==> src/sv/pbl_pkg.sv <==
`default_nettype none

package pbl_pkg;

    // Colour table depth (2 .. 256) and its index width
    localparam int PAL_ENTRIES = 256;
    localparam int PAL_AW      = (PAL_ENTRIES > 1) ? $clog2(PAL_ENTRIES) : 1;

    localparam int PADDR_W = 5;
    localparam int SUM_W   = 17;   // origin + count, no wrap
    localparam int PROD_W  = 33;   // row_pitch * (origin_top + row)

    typedef enum logic [2:0] {
        REG_DEPTH_MODE   = 3'd0,
        REG_FRAME_BASE   = 3'd1,
        REG_ROW_PITCH    = 3'd2,
        REG_ORIGIN_LEFT  = 3'd3,
        REG_ORIGIN_TOP   = 3'd4,
        REG_IMAGE_WIDTH  = 3'd5,
        REG_IMAGE_HEIGHT = 3'd6
    } cfg_reg_t;

    // depth_mode codes; 5..7 are undefined and produce no transaction
    localparam logic [2:0] DEPTH_INDEX8 = 3'd0;
    localparam logic [2:0] DEPTH_RGB555 = 3'd1;
    localparam logic [2:0] DEPTH_RGB565 = 3'd2;
    localparam logic [2:0] DEPTH_RGB24  = 3'd3;
    localparam logic [2:0] DEPTH_RGB32  = 3'd4;

    localparam logic [2:0]  DEPTH_MODE_RST   = DEPTH_RGB32;
    localparam logic [15:0] IMAGE_SIZE_RST   = 16'd1;

    // Raster position of the current pixel, as handed to the pipeline
    typedef struct packed {
        logic [SUM_W-1:0] row_sum;
        logic [SUM_W-1:0] col_sum;
        logic             last;
    } pos_t;

endpackage

`default_nettype wire

==> src/sv/pbl_raster_ctr.sv <==
`default_nettype none

module pbl_raster_ctr
    import pbl_pkg::*;
(
    input  wire logic        clk,
    input  wire logic        rst_n,
    input  wire logic        step,
    input  wire logic [15:0] origin_left,
    input  wire logic [15:0] origin_top,
    input  wire logic [15:0] image_width,
    input  wire logic [15:0] image_height,
    output pos_t             pos
);

    logic [15:0]      col_reg;
    logic [15:0]      col_next;
    logic [15:0]      row_reg;
    logic [15:0]      row_next;
    logic [SUM_W-1:0] span_w;
    logic [SUM_W-1:0] span_h;
    logic             last_col;
    logic             last_row;

    // a size of zero means 65536
    assign span_w = (image_width  == 16'd0) ? 17'h1_0000 : {1'b0, image_width};
    assign span_h = (image_height == 16'd0) ? 17'h1_0000 : {1'b0, image_height};

    assign last_col = ({1'b0, col_reg} + 17'd1) >= span_w;
    assign last_row = ({1'b0, row_reg} + 17'd1) >= span_h;

    always_comb
    begin
        col_next = col_reg;
        row_next = row_reg;
        if (step)
        begin
            if (last_col)
            begin
                col_next = 16'd0;
                row_next = last_row ? 16'd0 : row_reg + 16'd1;
            end
            else
            begin
                col_next = col_reg + 16'd1;
            end
        end
    end

    always_ff @(posedge clk or negedge rst_n)
    begin
        if (!rst_n)
        begin
            col_reg <= 16'd0;
            row_reg <= 16'd0;
        end
        else
        begin
            col_reg <= col_next;
            row_reg <= row_next;
        end
    end

    assign pos.row_sum = {1'b0, origin_top}  + {1'b0, row_reg};
    assign pos.col_sum = {1'b0, origin_left} + {1'b0, col_reg};
    assign pos.last    = last_col && last_row;

endmodule

`default_nettype wire

==> config.mk <==
export PLATFORM = sky130hd
export DESIGN_NAME = pbl_raster_ctr
export DESIGN_NICKNAME = d
export VERILOG_FILES = /design/src/sv/pbl_pkg.sv /design/src/sv/pbl_raster_ctr.sv
export SDC_FILE = /design/constraint.sdc
export NUM_CORES = 1
export LEC_CHECK = 0
export BUFFER_PORTS_ARGS = -buffer_cell sky130_fd_sc_hd__buf_2
export CAP_MARGIN = 5
export CORE_MARGIN = 2
export CORE_UTILIZATION = 60
export DETAILED_ROUTE_END_ITERATION = 7
export HOLD_SLACK_MARGIN = 0.1
export PLACE_DENSITY = 0.95
export SLEW_MARGIN = 20
export SYNTH_ARGS = -nofsm -noshare
export SYNTH_HDL_FRONTEND = slang
export SYNTH_SLANG_ARGS = --single-unit
==> constraint.sdc <==
create_clock -name clk -period 10.6 [get_ports clk]
set_clock_uncertainty 0.1 [all_clocks]
set_input_delay 1.06 -clock clk [delete_from_list [all_inputs] [get_ports clk]]
set_output_delay 1.06 -clock clk [all_outputs]
set_load 0.01 [all_outputs]
## Yosys cells after proc, flatten, opt, wreduce, memory -nomap -nowiden

Index checks and enable logic that the tools add are counted.

| storage, ports and cells | value |
|---|---|
| input bits | 67 |
| register bits after elaboration | 32 |
| output and inout port bits | 35 |
| word-level logic and storage cells | 18 |

| cells by class | value |
|---|---|
| reductions and logical operators | 4 |
| add/subtract/negate cells | 6 |
| $lt $le $gt $ge | 2 |
| mux-type cells | 4 |

Operators with widths:

| kind | number |
|---|---|
| 16-bit by 1-bit adder with 17-bit output (second input constant) | 2 |
| 16-bit by 16-bit adder with 17-bit output | 2 |
| 17-bit greater-or-equal comparator | 2 |
| 17-bit two-way mux | 2 |
| 16-bit by 1-bit adder with 16-bit output (second input constant) | 2 |
| 16-bit logical NOT | 2 |
| 16-bit two-way mux | 2 |
| 2-bit AND reduction | 1 |
| 1-bit logical AND | 1 |

## Logic depth before layout (Yosys ltp)

| depth | value |
|---|---|
| depth in word-level cells | 4 |
| mapped depth | 15 |

## Worst setup path after synthesis

No wires, ideal clock.

| timing path | value |
|---|---|
| kind | input port to output port |
| from | input port origin_top[0] |
| to | output port pos[30] (netlist name) |
| setup slack | 6.497 ns |
| path buffers | 0 |
| required time | 9.440 ns |
| arrival | 2.943 ns |
| cell stages on the path | 9 |
| path through | ha_1 -> inv_1 -> fa_1 -> nor2b_1 -> o21ai_0 -> a2111o_1 -> and2_1 -> a311oi_1 -> xor2_1 |

RTL lines:

| item | line | source |
|---|---|---|
| start, declared | pbl_raster_ctr.sv:10 | `input wire logic [15:0] origin_top,` |
| end, declared | pbl_raster_ctr.sv:13 | `output pos_t pos` |

==> metrics.md <==
| Metric | Value |
|---|---|
| Met2 wire len | `5.11 mm` |
| Seq cells post-synth | `32` |
| H-Tree Depth | `2` |
| Clock power frac | `0.121` |
| Worst VDD drop | `~64 uV` |
| Synthesized instance count | `roughly 560` |
| Fin. max-slew vios | `0` |
| Outcome | `finished clean` |
| Sinks on the clock net | `32` |
| Most common cell in the netlist | `ha_1` |
| Synth area leaders | `ha_1 20%, dfrtp_1 19%, xnor2_1 5.7%, inv_1 5.7%, nand2_1 4.7%` |
| DP HPWL | `around 9.2 mm` |
| GR Overflow Total | `0` |
| Die H | `88.7 um` |
| Clock transition at path regs | `approximately 0.060 ns` |
| Final setup violation count | `0` |
| Maximum fanout along the worst path | `17` |
| Crit Path Class | `register to output port` |
| Netlist cell types | `54` |
| IO buf count | `~100` |
| Synth top area share | `0.198` |
| Sequential share of power | `0.263` |
| XOR/XNOR Fraction of Synth Area | `0.0937` |
| Starting density of the core | `0.626` |
| Max_cap viols | `0` |
| # DRC | `0` |
| HP Class | `register to register` |
| Switching share of power | `0.467` |
| Longest Clk Path Bufs | `2` |
| Placed cell count | `between 700 and 800` |
| Final cell count without fillers | `approximately 760` |
| Avg WL per Cell | `14.8 um` |
| Compound-Gate Fraction of Synth Area | `0.223` |
| First-pass GRT wire length | `about 19 mm` |
| Area grow syn2layout | `15.4%` |
| Proportion of synthesized area in mux cells | `0.00727` |
| Post-synth top cells | `68 x ha_1, 65 x inv_1, 54 x nand2_1, 38 x o21ai_0, 37 x nand3_1` |
| Fin nets | `796` |
| Number of diodes | `0` |
| Fin crit share | `0.468` |
| Fin. Hold Viols | `0` |
| I/O pin count | `approximately 100` |
| Worst Setup End Kind | `output port` |
| Required time of the critical path | `~9.4 ns` |
| Syn Area/Cell | `7.67 um2` |
| CTS Root Cell | `clkbuf_8` |
| CTS buffer count | `5` |
| Largest net degree at the start of global routing | `33` |
| Fmax | `about 0.2 GHz` |
| Slew at the pin with the worst max-slew slack | `0.999 ns` |
| Post-Synth Adder-Cell Area | `0.207` |
| Pleak | `around 2.7 nW` |
| Largest family of logic cells by synthesized area | `compound AO/OA/AOI/OAI gates` |
| Startpoint types | `register` |
| Sequential share of the synthesized area | `0.186` |
| Layout cells sized above 1 | `0.181` |
| CTS hold repair buffers | `0` |
| Avg Vias per Cell | `5.96` |
| Clock latency at the later pin of the worst-skew pair | `roughly 0.28 ns` |
| Final WL | `11.2 mm` |
| Detailed Routing Iterations Pass 1 | `5` |
| Initial antenna violation count | `0` |
| Utilization after layout | `0.723` |
| Ys flop type | `dfrtp_1` |
| Die area | `between 7000 and 8000 um2` |
| Combinational power share | `0.616` |
| Post-cts gate resize count | `0` |
| Ys async rst share | `1.00` |
| Via Count | `about 4,500` |
| PD cells | `145 nW/um2` |
| Total track usage | `0.295` |
| Unrepaired setup endpoints after global routing | `false` |
| Rel. slew slack | `0.330` |
| Setup bufs post-CTS | `0` |
| Gpl congestion | `about 0.91` |
| TNS Setup | `0 ns` |
| CTS tree | `yes` |
| Met3 WL post-DR | `833 um` |
| DRT iter0 DRCs | `between 300 and 400` |
| WL met1 | `roughly 5.0 mm` |
| Routed Antenna Nets | `0` |
| Highest Signal Layer | `met4` |
| Syn_nets | `~700` |
| Sw power | `0.337 mW` |
| Dominant cell type by area after synthesis | `ha_1` |
| Pint | `0.385 mW` |
| Vias in the first global route | `around 4,300` |
| Die width | `~90 um` |
| Clock period minus worst slack | `a little under 5 ns` |
| CORE AREA | `slightly below 7000 um2` |
| Synth Area in Simple Gates | `0.214` |
| EDFF count, synth | `0` |
| Synth warn | `0` |
| Critical Path AT | `around 3.8 ns` |
| # rows | `30` |
| Post-synthesis cell area | `approximately 4300 um2` |
## worst max-delay path, stage by stage, from the launching register on
cell and delay (ns):
dfrtp_1 0.46, ha_1 0.28, and3_1 0.32, nand3_1 0.27
nor2_1 0.29, xor2_1 0.13, ha_1 0.32, nand2_1 0.06
nor2_1 0.13, o211ai_1 0.11, o21ai_1 0.78, and2_1 0.24
buf_2 0.13
## power groups by stage
stage / clock, mW / sequential [mW] / combinational, mW
2_1_floorplan: 0 / 0.173 / 0.313
3_3_place_gp: 0 / 0.187 / 0.414
3_5_place_dp: 0 / 0.190 / 0.440
4_1_cts: 0.0876 / 0.188 / 0.441
5_1_grt: 0.0930 / 0.195 / 0.500
6_report: 0.0876 / 0.190 / 0.444
## final timing paths
path / start / endpoint / slack, ns / depth (start not counted)
max reg2reg: col_reg[0] / row_reg[0] / 6.61 / 14
min reg2reg: row_reg[15] / row_reg[15] / 0.48 / 2
max in group asynchronous: rst_n / row_reg[2] / 9.24 / 1
min in group asynchronous: rst_n / col_reg[15] / 0.71 / 1
min: row_reg[15] / row_reg[15] / 0.48 / 2
max: row_reg[0] / pos[0] / 5.63 / 12
## metal layers
layer | vias up | GRT usage
li1 | 2208 | -
met1 | 2034 | 0.398
met2 | 230 | 0.485
met3 | 26 | 0.0289
met4 | 0 | 0.116
met5 | - | 0
## cell families (layout without fill, tap and decap cells)
family                   after synthesis  in the layout
buffers and inverters                 77            175
AO/OA/AOI/OAI                        145            145
adder cells (fa/ha/maj)               70             70
multiplexers                           3              3
XOR/XNOR                              46             46
AND/OR/NAND/NOR                      188            188
flip-flops                            32             32
## area by class of cell
type	count	area, um2
timing repair buffer	103	520
inverter	65	244
clock buffer	6	72.6
sequential	32	801
clock inverter	1	5.00
tap	96	120
fill	524	1900
multi-input combinational	452	3200
## layout by cell type, fill, tap and decap left out, drive strengths merged, types with 3 or more instances in the layout
cell / count
buf: 103
ha: 68
inv: 65
nand2: 54
o21ai: 39
nand3: 37
a21oi: 36
dfrtp: 32
nor2: 30
xnor2: 28
xor2: 18
and3: 12
nand4: 12
nor3: 10
a22o: 8
nor2b: 8
o21bai: 8
nor4: 8
a21o: 6
nand2b: 6
clkbuf: 6
o21a: 5
a21boi: 5
o22ai: 5
a211oi: 4
o41ai: 4
a31oi: 4
o31ai: 4
or2: 3
and2: 3
## stage by stage
step           cell area, um2  hold slack (ns)  setup slack, ns  power (mW)
3_5_place_dp             4890            0.464             5.97       0.630
2_1_floorplan            4300            0.375             6.50       0.485
3_3_place_gp             4890            0.455             6.03       0.602
6_report                 4970            0.483             5.63       0.722
4_1_cts                  4970            0.478             5.70       0.717
5_1_grt                  4970            0.510             5.35       0.788
Power figures use the tool's default switching activity.
